**src/rtl/fpp_pkg.sv**
```systemverilog
// Shared widths, constants and the CRC byte function for the framed packet parser.
// No dependencies; used by the top level, its port checker and the bench.
`default_nettype none

package fpp_pkg;

  localparam int unsigned BYTE_W      = 8;
  localparam int unsigned SEQ_W       = 16;
  localparam int unsigned LEN_W       = 7;
  localparam int unsigned CRC_W       = 16;
  localparam int unsigned CFG_IDX_W   = 2;
  localparam int unsigned CFG_DATA_W  = 16;
  localparam int unsigned TDATA_IN_W  = 8;
  localparam int unsigned TDATA_OUT_W = 40;

  localparam int unsigned MAX_PAYLOAD_DEF = 64;

  localparam logic [CRC_W-1:0]  CRC_POLY       = 16'h1021;
  localparam logic [BYTE_W-1:0] START_BYTE_RST = 8'hAA;
  localparam logic [BYTE_W-1:0] VERSION_RST    = 8'h01;
  localparam logic [CRC_W-1:0]  CRC_INIT_RST   = 16'hFFFF;

  // Register indexes on the write port
  localparam logic [CFG_IDX_W-1:0] CFG_START_BYTE = 2'd0;
  localparam logic [CFG_IDX_W-1:0] CFG_VERSION    = 2'd1;
  localparam logic [CFG_IDX_W-1:0] CFG_CRC_INIT   = 2'd2;

  // Result beat layout in tdata, lowest bit first
  localparam int unsigned OUT_TYPE_LSB = 0;
  localparam int unsigned OUT_SEQ_LSB  = OUT_TYPE_LSB + BYTE_W;
  localparam int unsigned OUT_LEN_LSB  = OUT_SEQ_LSB + SEQ_W;
  localparam int unsigned OUT_PAY_LSB  = OUT_LEN_LSB + LEN_W;
  localparam int unsigned OUT_USED_W   = OUT_PAY_LSB + BYTE_W;

  // CRC-16, MSB first, one byte
  function automatic logic [CRC_W-1:0] crc_feed(input logic [CRC_W-1:0] crc,
                                                input logic [BYTE_W-1:0] b);
    logic [CRC_W-1:0] c;
    c = crc ^ {b, 8'h00};
    for (int i = 0; i < 8; i++) begin
      if (c[CRC_W-1]) c = {c[CRC_W-2:0], 1'b0} ^ CRC_POLY;
      else            c = {c[CRC_W-2:0], 1'b0};
    end
    return c;
  endfunction

endpackage

`default_nettype wire

```
**src/rtl/framed_packet_parser_crc16.sv**
```systemverilog
// Header, payload and CRC bytes are taken one per cycle, the high CRC byte only
// once the output register is free; the result of an empty frame is loaded the
// cycle after its last CRC byte. A good frame with payload is read out of the
// payload memory beat by beat (read issue, then output load once the output is
// free); no input is taken during read-out. Reset is asynchronous active low:
// state, config and out valid clear; output data and payload memory do not.
`default_nettype none

module framed_packet_parser_crc16 #(
  parameter int unsigned MAX_PAYLOAD = fpp_pkg::MAX_PAYLOAD_DEF
) (
  input  wire logic                                clk_i,
  input  wire logic                                rst_ni,
  // rx byte stream; tdata: rx_byte[7:0]
  input  wire logic                                s_axis_tvalid,
  output      logic                                s_axis_tready,
  input  wire logic [fpp_pkg::TDATA_IN_W-1:0]      s_axis_tdata,
  // frame beats; tdata: frame_type[7:0], frame_seq[23:8], frame_length[30:24],
  // payload_byte[38:31], zero[39]
  output      logic                                m_axis_tvalid,
  input  wire logic                                m_axis_tready,
  output      logic [fpp_pkg::TDATA_OUT_W-1:0]     m_axis_tdata,
  // tuser: has_byte[0]
  output      logic                                m_axis_tuser,
  output      logic                                m_axis_tlast,
  input  wire logic                                cfg_we_i,
  input  wire logic [fpp_pkg::CFG_IDX_W-1:0]       cfg_index_i,
  input  wire logic [fpp_pkg::CFG_DATA_W-1:0]      cfg_data_i
);

  localparam int unsigned AW = (MAX_PAYLOAD > 1) ? $clog2(MAX_PAYLOAD) : 1;

  typedef enum logic [3:0] {
    PH_HUNT, PH_VERSION, PH_TYPE, PH_SEQLO, PH_SEQHI, PH_LENLO, PH_LENHI,
    PH_PAYLOAD, PH_CRCLO, PH_CRCHI, PH_EMIT_RD, PH_EMIT_WR
  } phase_e;

  // configuration
  logic [fpp_pkg::BYTE_W-1:0] start_q, ver_q;
  logic [fpp_pkg::CRC_W-1:0]  crc_init_q;

  phase_e                     phase_q, phase_d;
  logic [fpp_pkg::BYTE_W-1:0] type_q, type_d;
  logic [fpp_pkg::SEQ_W-1:0]  seq_q, seq_d;
  logic [fpp_pkg::BYTE_W-1:0] len_lo_q, len_lo_d;
  logic [fpp_pkg::LEN_W-1:0]  len_q, len_d;
  logic [fpp_pkg::LEN_W-1:0]  cnt_q, cnt_d;
  logic [fpp_pkg::BYTE_W-1:0] crc_lo_q, crc_lo_d;
  logic [fpp_pkg::CRC_W-1:0]  crc_q, crc_d;

  logic                       out_valid_q, out_valid_d;
  logic [fpp_pkg::BYTE_W-1:0] out_pay_q, out_pay_d;
  logic [fpp_pkg::LEN_W-1:0]  out_len_q, out_len_d;
  logic [fpp_pkg::BYTE_W-1:0] out_type_q, out_type_d;
  logic [fpp_pkg::SEQ_W-1:0]  out_seq_q, out_seq_d;
  logic                       out_has_q, out_has_d;
  logic                       out_last_q, out_last_d;

  logic [fpp_pkg::BYTE_W-1:0] mem [MAX_PAYLOAD];
  logic [fpp_pkg::BYTE_W-1:0] rd_data_q;

  logic                       in_acc, out_free, mem_we;
  logic [fpp_pkg::BYTE_W-1:0] rx_b;
  logic [fpp_pkg::SEQ_W-1:0]  len_full;
  logic [fpp_pkg::LEN_W-1:0]  cnt_inc;
  logic [fpp_pkg::CRC_W-1:0]  crc_next;

  assign rx_b     = s_axis_tdata;
  assign out_free = !out_valid_q || m_axis_tready;
  assign in_acc   = s_axis_tvalid && s_axis_tready;
  assign len_full = {rx_b, len_lo_q};
  assign cnt_inc  = cnt_q + 1'b1;
  assign crc_next = fpp_pkg::crc_feed(crc_q, rx_b);
  assign mem_we   = in_acc && (phase_q == PH_PAYLOAD);

  // CRC high byte may produce a beat directly, so it waits for a free slot
  always_comb begin
    case (phase_q)
      PH_EMIT_RD, PH_EMIT_WR: s_axis_tready = 1'b0;
      PH_CRCHI:               s_axis_tready = out_free;
      default:                s_axis_tready = 1'b1;
    endcase
  end

  always_ff @(posedge clk_i or negedge rst_ni) begin
    if (!rst_ni) begin
      start_q    <= fpp_pkg::START_BYTE_RST;
      ver_q      <= fpp_pkg::VERSION_RST;
      crc_init_q <= fpp_pkg::CRC_INIT_RST;
    end else if (cfg_we_i) begin
      case (cfg_index_i)
        fpp_pkg::CFG_START_BYTE: start_q    <= cfg_data_i[fpp_pkg::BYTE_W-1:0];
        fpp_pkg::CFG_VERSION:    ver_q      <= cfg_data_i[fpp_pkg::BYTE_W-1:0];
        fpp_pkg::CFG_CRC_INIT:   crc_init_q <= cfg_data_i;
        default: ;
      endcase
    end
  end

  always_comb begin
    phase_d     = phase_q;
    type_d      = type_q;
    seq_d       = seq_q;
    len_lo_d    = len_lo_q;
    len_d       = len_q;
    cnt_d       = cnt_q;
    crc_lo_d    = crc_lo_q;
    crc_d       = crc_q;
    out_valid_d = out_valid_q && !m_axis_tready;
    out_pay_d   = out_pay_q;
    out_len_d   = out_len_q;
    out_type_d  = out_type_q;
    out_seq_d   = out_seq_q;
    out_has_d   = out_has_q;
    out_last_d  = out_last_q;

    case (phase_q)
      PH_VERSION: if (in_acc) begin
        if (rx_b == ver_q) begin
          crc_d   = crc_next;
          phase_d = PH_TYPE;
        end else begin
          phase_d = PH_HUNT;
        end
      end
      PH_TYPE: if (in_acc) begin
        type_d  = rx_b;
        crc_d   = crc_next;
        phase_d = PH_SEQLO;
      end
      PH_SEQLO: if (in_acc) begin
        seq_d   = {8'h00, rx_b};
        crc_d   = crc_next;
        phase_d = PH_SEQHI;
      end
      PH_SEQHI: if (in_acc) begin
        seq_d   = {rx_b, seq_q[7:0]};
        crc_d   = crc_next;
        phase_d = PH_LENLO;
      end
      PH_LENLO: if (in_acc) begin
        len_lo_d = rx_b;
        crc_d    = crc_next;
        phase_d  = PH_LENHI;
      end
      PH_LENHI: if (in_acc) begin
        crc_d = crc_next;
        if (len_full > fpp_pkg::SEQ_W'(MAX_PAYLOAD)) begin
          phase_d = PH_HUNT;
        end else begin
          len_d   = len_full[fpp_pkg::LEN_W-1:0];
          phase_d = (len_full == '0) ? PH_CRCLO : PH_PAYLOAD;
        end
      end
      PH_PAYLOAD: if (in_acc) begin
        cnt_d = cnt_inc;
        crc_d = crc_next;
        if (cnt_inc >= len_q) phase_d = PH_CRCLO;
      end
      PH_CRCLO: if (in_acc) begin
        crc_lo_d = rx_b;
        phase_d  = PH_CRCHI;
      end
      PH_CRCHI: if (in_acc) begin
        phase_d = PH_HUNT;
        if ({rx_b, crc_lo_q} == crc_q) begin
          if (len_q == '0) begin
            out_valid_d = 1'b1;
            out_type_d  = type_q;
            out_seq_d   = seq_q;
            out_len_d   = '0;
            out_pay_d   = '0;
            out_has_d   = 1'b0;
            out_last_d  = 1'b1;
          end else begin
            cnt_d   = '0;
            phase_d = PH_EMIT_RD;
          end
        end
      end
      PH_EMIT_RD: phase_d = PH_EMIT_WR;
      PH_EMIT_WR: if (out_free) begin
        out_valid_d = 1'b1;
        out_type_d  = type_q;
        out_seq_d   = seq_q;
        out_len_d   = len_q;
        out_pay_d   = rd_data_q;
        out_has_d   = 1'b1;
        out_last_d  = (cnt_inc == len_q);
        cnt_d       = cnt_inc;
        phase_d     = (cnt_inc == len_q) ? PH_HUNT : PH_EMIT_RD;
      end
      default: if (in_acc) begin
        // hunting; unused codes behave the same
        if (rx_b == start_q) begin
          cnt_d   = '0;
          crc_d   = crc_init_q;
          phase_d = PH_VERSION;
        end else begin
          phase_d = PH_HUNT;
        end
      end
    endcase
  end

  always_ff @(posedge clk_i or negedge rst_ni) begin
    if (!rst_ni) begin
      phase_q     <= PH_HUNT;
      type_q      <= '0;
      seq_q       <= '0;
      len_lo_q    <= '0;
      len_q       <= '0;
      cnt_q       <= '0;
      crc_lo_q    <= '0;
      crc_q       <= fpp_pkg::CRC_INIT_RST;
      out_valid_q <= 1'b0;
    end else begin
      phase_q     <= phase_d;
      type_q      <= type_d;
      seq_q       <= seq_d;
      len_lo_q    <= len_lo_d;
      len_q       <= len_d;
      cnt_q       <= cnt_d;
      crc_lo_q    <= crc_lo_d;
      crc_q       <= crc_d;
      out_valid_q <= out_valid_d;
    end
  end

  // output payload register, no reset needed
  always_ff @(posedge clk_i) begin
    out_pay_q  <= out_pay_d;
    out_len_q  <= out_len_d;
    out_type_q <= out_type_d;
    out_seq_q  <= out_seq_d;
    out_has_q  <= out_has_d;
    out_last_q <= out_last_d;
  end

  // payload memory: one write port, one registered read port
  always_ff @(posedge clk_i) begin
    if (mem_we) mem[cnt_q[AW-1:0]] <= rx_b;
    if (phase_q == PH_EMIT_RD) rd_data_q <= mem[cnt_q[AW-1:0]];
  end

  assign m_axis_tvalid = out_valid_q;
  assign m_axis_tdata  = {{(fpp_pkg::TDATA_OUT_W - fpp_pkg::OUT_USED_W){1'b0}},
                          out_pay_q, out_len_q, out_seq_q, out_type_q};
  assign m_axis_tuser  = out_has_q;
  assign m_axis_tlast  = out_last_q;

endmodule

`default_nettype wire

```
**config.mk**
```make
export PLATFORM = sky130hd
export DESIGN_NAME = framed_packet_parser_crc16
export DESIGN_NICKNAME = d
export VERILOG_FILES = /design/src/rtl/fpp_pkg.sv /design/src/rtl/framed_packet_parser_crc16.sv
export SDC_FILE = /design/constraint.sdc
export NUM_CORES = 1
export LEC_CHECK = 0
export ABC_AREA = 1
export ABC_CLOCK_PERIOD_IN_PS = 9000
export BUFFER_PORTS_ARGS = -buffer_cell sky130_fd_sc_hd__buf_2
export CAP_MARGIN = 15
export CORE_UTILIZATION = 65
export DETAILED_ROUTE_END_ITERATION = 7
export PLACE_DENSITY = 0.87
export SETUP_SLACK_MARGIN = 0.1
export SLEW_MARGIN = 20
export SYNTH_ARGS = -nofsm -noshare
export SYNTH_HDL_FRONTEND = slang
export SYNTH_SLANG_ARGS = --single-unit
```
**constraint.sdc**
```tcl
create_clock -name clk_i -period 9 [get_ports clk_i]
set_clock_uncertainty 0.2 [all_clocks]
set_input_delay 1.8 -clock clk_i [delete_from_list [all_inputs] [get_ports clk_i]]
set_output_delay 1.8 -clock clk_i [all_outputs]
set_load 0.02 [all_outputs]
```
==> results.toml, run 1 <==
[run_status]
status = "complete, but fails checks"
violations = "DRC"

[global_routing]
grt_pass1_wl_mm = 106
grt_usage_pct = 32.2
grt_max_degree = 96
overflow = 0
antenna_found_initial = 3
use_met1_pct = 43.2
met3_usage_pct = 8.08
first_global_vias = 19638
top_usage_layer = "met2"
grtUsageMet2_pct = 50.5

[power]
leakage_uw = 0.0122
total_power_uw = 7040
p_per_area_nw_per_um2 = 228
irDropWorstVdd_uv = 184

[clock_tree]
post_cts_buffers = 0
cts_tree = "built"
cts-buffers-inserted = 67
cts_sinks = 668
clock_latency_ns = 0.60
ctsResizeCount = 0
cts_buffer_depth = 3
clkTransAtPathRegs_ns = 0.06
cts_hold_buf = 0
cts-root-buf = "clkbuf_16"
cts_max_level = 3

[synth]
seq_area_frac_synth_pct = 70.0
yosysWarningCount = 0
async_reset_ff_share_pct = 16.0
post-synth-top-area-fraction_pct = 60.2
synth_area_leader_cell = "edfxtp_1"
synth_ff_type = "edfxtp_1"
ys_seq_elements = 668
syn_nets = 2696
synth_area_leaders = "edfxtp_1, nand2_1, dfrtp_1"
ys_types = 34
yosysMostFrequentCell = "nand2_1"
synth_edf_count = 561
syn_area_per_cell_sq_um = 10.5
syn_inst = 2657
syn_area_sq_um = 28000
synth_commonest_cells = "nand2_1, edfxtp_1, nor2_1"

[route]
drtPass1Iterations = 8
vias = 19944
drc_errors = 7
ant_nets = 0
wl_mm = 69.4
via_per_inst = 6.03
detail_route.wl_per_cell_microns = 21.0
drt_iter0_drc = 2821

[setup_path]
cp_data_required_time_ns = 9.00
arrival_ns = 4.95
worstPathCellList = "buf_2 -> buf_4 -> inv_1 -> nand2_1 -> nand2_1 -> nor2_1 -> nand2_1 -> nor2_1 -> nand2_1 -> nand2_2 -> o21ai_0 -> nor2_4"
slowest_stage = "nor2_4"
worstSetupPathType = "in2reg"
crit_family = "simple AND/OR/NAND/NOR gates"
critPathMaxFanout = 69
max_stage_delay_ns = 0.82
path_buf_inv = 3
cp-end-kind = "register"
cp-start-kind = "input pin"
cpMostUsedCell = "nand2_1"

[layout]
area_delta_synth_final_pct = 10.3
final_util_pct = 73.0
n_antenna_cell = 0
drive_above_1_share_pct = 10.0
fin_nets = 2758

[timing]
slew_viol_final = 0
setup_viol = 0
worst_pin_slew_ns = 1.25
period_share_pct = 55.0
setup-tns-final_ns = 0
slew_headroom_pct = 16.7
rsz0062_at_grt = "no"
hold_viol_final = 0
fin_crit_ns = 4.95
fmax_mhz = 202
whs_ns = 0.248

[placement]
gp_congestion = 0.965
io_buffer_count = 73
hpwl_mm = 41.8

[floorplanning]
dieArea_sq_um = 43900
die_width_microns = 209
rows = 75
core_sq_um = 42200
die_y_microns = 209
ioPinCount = 75
floorplan.initialDensity_pct = 66.2

[job]
timing.max_cap.violations = 0

[min_path]
min_path_type = "reg2reg"
[layer usage]
layer	vias to the layer above	share of wire, %
met5	-	0.019
met4	2	4.2
met3	245	13
met2	1396	46
met1	9328	37
li1	8973	-
[sequential cells by signal, summed over array words and instances, names as in the netlist]
name / flops
out_len_q: 7
len_lo_q: 8
rd_data_q: 8
out_type_q: 8
start_q: 8
ver_q: 8
out_seq_q: 16
phase_q: 4
mem: 512
len_q: 7
m_axis_tvalid: 1
seq_q: 16
out_pay_q: 8
crc_q: 16
type_q: 8
m_axis_tlast: 1
m_axis_tuser: 1
crc_init_q: 16
crc_lo_q: 8
cnt_q: 7
[power breakdown]
| group | switching, uW | internal (uW) |
|---|---|---|
| Sequential | 118 | 3550 |
| Combinational | 480 | 223 |
| Clock | 1130 | 1540 |
[worst paths after layout]
kind,start,end,slack [ns],depth (start not counted)
worst max-delay path,s_axis_tdata[5],out_pay_q[1],4.05,12
worst min-delay path,seq_q[12],out_seq_q[12],0.25,0
worst max register to register,cnt_q[2],mem[48][6],4.39,5
worst min register to register,seq_q[12],out_seq_q[12],0.25,0
max in group asynchronous,rst_ni,start_q[2],6.35,2
min in group asynchronous,rst_ni,seq_q[8],0.93,1
[logic make-up (layout without fill, tap and decap cells)]
group / after synthesis / count (layout) / share of synthesized area (%)
compound gates: 334 / 334 / 6.18
xor+xnor: 17 / 17 / 0.532
fa+ha+maj: 8 / 8 / 0.358
buf+inv: 239 / 348 / 3.41
flops: 668 / 668 / 70.0
mux: 7 / 7 / 0.282
other cells: 1 / 1 / 0.0134
simple gates: 1383 / 1383 / 19.3
[through the flow]
stage / instance area (sq um) / worst slack (ns) / instances
6_report: 30800 / 4.05 / 3305
5_1_grt: 30800 / 3.76 / 3305
4_1_cts: 30800 / 4.07 / 3305
3_5_place_dp: 28800 / 3.47 / 3189
3_3_place_gp: 28800 / 3.59 / 3189
2_1_floorplan: 28000 / 4.00 / 2657
[cell type report]
cell class / count / area, sq um
well taps: 539 / 674
repair buffers: 99 / 563
fillers: 2634 / 11400
clock inverters: 30 / 251
clock buffers: 86 / 1820
flip-flops and latches: 668 / 19600
multi-input cells: 1750 / 7450
inverters: 133 / 502
[layout by cell type, fill, tap and decap left out, types with 4 or more instances in the layout]
cell       synthesis  routed
a21oi_1          162     162
a22oi_1            8       8
buf_2             40      72
buf_4              2      27
bufinv_16          0       4
clkbuf_1          50      14
clkbuf_16          0      69
clkinv_1           0       7
clkinv_2           0      15
dfrtp_1           70      67
dfstp_2           37      37
edfxtp_1         561     561
ha_1               8       8
inv_1            129     128
inv_2              4       4
mux2_2             7       7
nand2_1         1074    1074
nand3_1           57      57
nand3b_1           4       4
nand4_1            8       8
nor2_1           206     205
nor3_1             4       4
o21ai_0          146     145
o31ai_1            8       8
or2_2             22      22
xnor2_1           14      14
No activity file was read; power rests on OpenSTA's default activity.
==> run 2: changes to the inputs <==
ABC_CLOCK_PERIOD_IN_PS = 4900   (was 9000)
CORE_UTILIZATION = 62   (was 65)
PLACE_DENSITY = 0.83   (was 0.87)
clock period = 4.9 ns   (was 9 ns; I/O delays follow)
==> run 2 against run 1 <==
Compared with the run above:
- the flow still finishes with violations (DRC)
- sequential power is 84% higher
- routed wire length grew 2.8%
- clock-buffer cell count grew 5
- flip-flop and latch count did not move
- critical path type is now reg2reg
- largest power group unchanged
- highest routed layer is now met4
==> results.toml, run 2 (same netlist as run 1, synthesis figures left out) <==
[timing]
slew_viol_final = 0
hold_viol_final = 0
worst_pin_slew_ns = 1.02
period_share_pct = 76.3
setup_viol = 0
whs_ns = 0.244
slew_headroom_pct = 32.3
setup-tns-final_ns = 0
fin_crit_ns = 3.74
rsz0062_at_grt = "no"
fmax_mhz = 267

[clock_tree]
cts_tree = "built"
cts-root-buf = "clkbuf_16"
cts_hold_buf = 0
clkTransAtPathRegs_ns = 0.06
post_cts_buffers = 0
ctsResizeCount = 0
cts_sinks = 668
cts_max_level = 3
cts_buffer_depth = 3
clock_latency_ns = 0.59
cts-buffers-inserted = 66

[setup_path]
worstSetupPathType = "reg2reg"
crit_family = "simple AND/OR/NAND/NOR gates"
path_buf_inv = 1
critPathMaxFanout = 9
slowest_stage = "nor2_1"
cpMostUsedCell = "nand2_1"
max_stage_delay_ns = 0.77
cp_data_required_time_ns = 4.90
cp-start-kind = "register"
cp-end-kind = "register"
startpoint = "phase_q[1]"
arrival_ns = 3.74
r2r_start = "phase_q[1]"
rrSetupSlack_ns = 1.16
worstPathCellList = "inv_1 -> nand2_1 -> o21ai_2 -> nand2_1 -> nor3_2 -> nand2_1 -> nor2_1"

[route]
routedLengthMet1_mm = 26.5
route.met3.wl_mm = 9.20
ant_nets = 0
vias = 20031
drtPass1Iterations = 8
highest_layer = "met4"
via_per_inst = 5.95
detail_route.wl_per_cell_microns = 21.2
drc_errors = 1
wl_met2_mm = 32.7
drt_iter0_drc = 2783
wl_mm = 71.3

[global_routing]
antenna_found_initial = 1
grt_max_degree = 125
overflow = 0
grt_usage_pct = 31.4
first_global_vias = 19422
grt_pass1_wl_mm = 109

[layout]
final_common_cell = "nand2_1"
drive_above_1_share_pct = 9.92
n_antenna_cell = 0
fin_cells = 3364
fin_nets = 2760
layout_common_cells = "nand2_1, edfxtp_1, nor2_1"
final_util_pct = 70.0
area_delta_synth_final_pct = 10.8
largest_reg_flops = 512

[power]
irDropWorstVdd_uv = 317
p_per_area_nw_per_um2 = 421
leakage_uw = 0.0122
total_power_uw = 13000

[floorplanning]
die_width_microns = 214
ioPinCount = 75
floorplan.initialDensity_pct = 63.1
dieArea_sq_um = 46000
die_y_microns = 214
core_sq_um = 44300
rows = 77

[min_path]
min_path_type = "reg2reg"
hp-start = "seq_q[8]"

[job]
timing.max_cap.violations = 0

[placement]
hpwl_mm = 43.8
placedCellCount = 3245
io_buffer_count = 73
gp_congestion = 0.937

[run_status]
violations = "DRC"
status = "complete, but fails checks"
==> run 2: changes by cell type in the layout (fill, tap and decap cells not counted), sizes merged <==
| cell | delta |
|---|---|
| inv | +2 |
| clkinv | -6 |
| buf | +3 |
| clkinvlp | +1 |
| clkbuf | +5 |
| bufinv | +1 |
==> run 2: layout make-up <==
class	count	area, sq um
flip-flops and latches	668	19600
clock buffers	91	1850
repair buffers	102	598
fillers	3048	13300
multi-input cells	1750	7450
clock inverters	28	278
well taps	592	741
inverters	133	502
==> run 2: report_power, final <==
group	total [uW]	internal (uW)	switching (uW)
registers	6720	6510	211
clock network	5000	2920	2080
logic	1330	415	911
total	13000	9850	3200
==> run 2: worst reg2reg max path: stages (launching register included) <==
cell and delay [ns]:
dfrtp_1 0.41, inv_1 0.12, nand2_1 0.14, o21ai_2 0.19, nand2_1 0.14, nor3_2 0.61, nand2_1 0.77, nor2_1 0.77
==> run 2: path summary, 6_finish.rpt <==
check | endpoint | cells past startpoint
worst max-delay path | mem[33][3] | 7
worst min-delay path | out_seq_q[8] | 0
worst max register to register | mem[33][3] | 7
worst min register to register | out_seq_q[8] | 0
max in group asynchronous | crc_init_q[15] | 2
min in group asynchronous | seq_q[13] | 1
==> run 2: stage by stage <==
stage	worst slack (ns)	cell area, sq um
global route	1.08	31000
detailed placement	0.850	28900
finish	1.16	31000
floorplan	0.719	28000
CTS	1.36	31000
global placement	0.948	28900
==> run 2: metal layers <==
metal  vias to the layer above  track usage [%]
li1                       8964                -
met1                      9418             42.5
met2                      1408             48.4
met3                       241             8.18
met4                         0             13.6
met5                         -                0
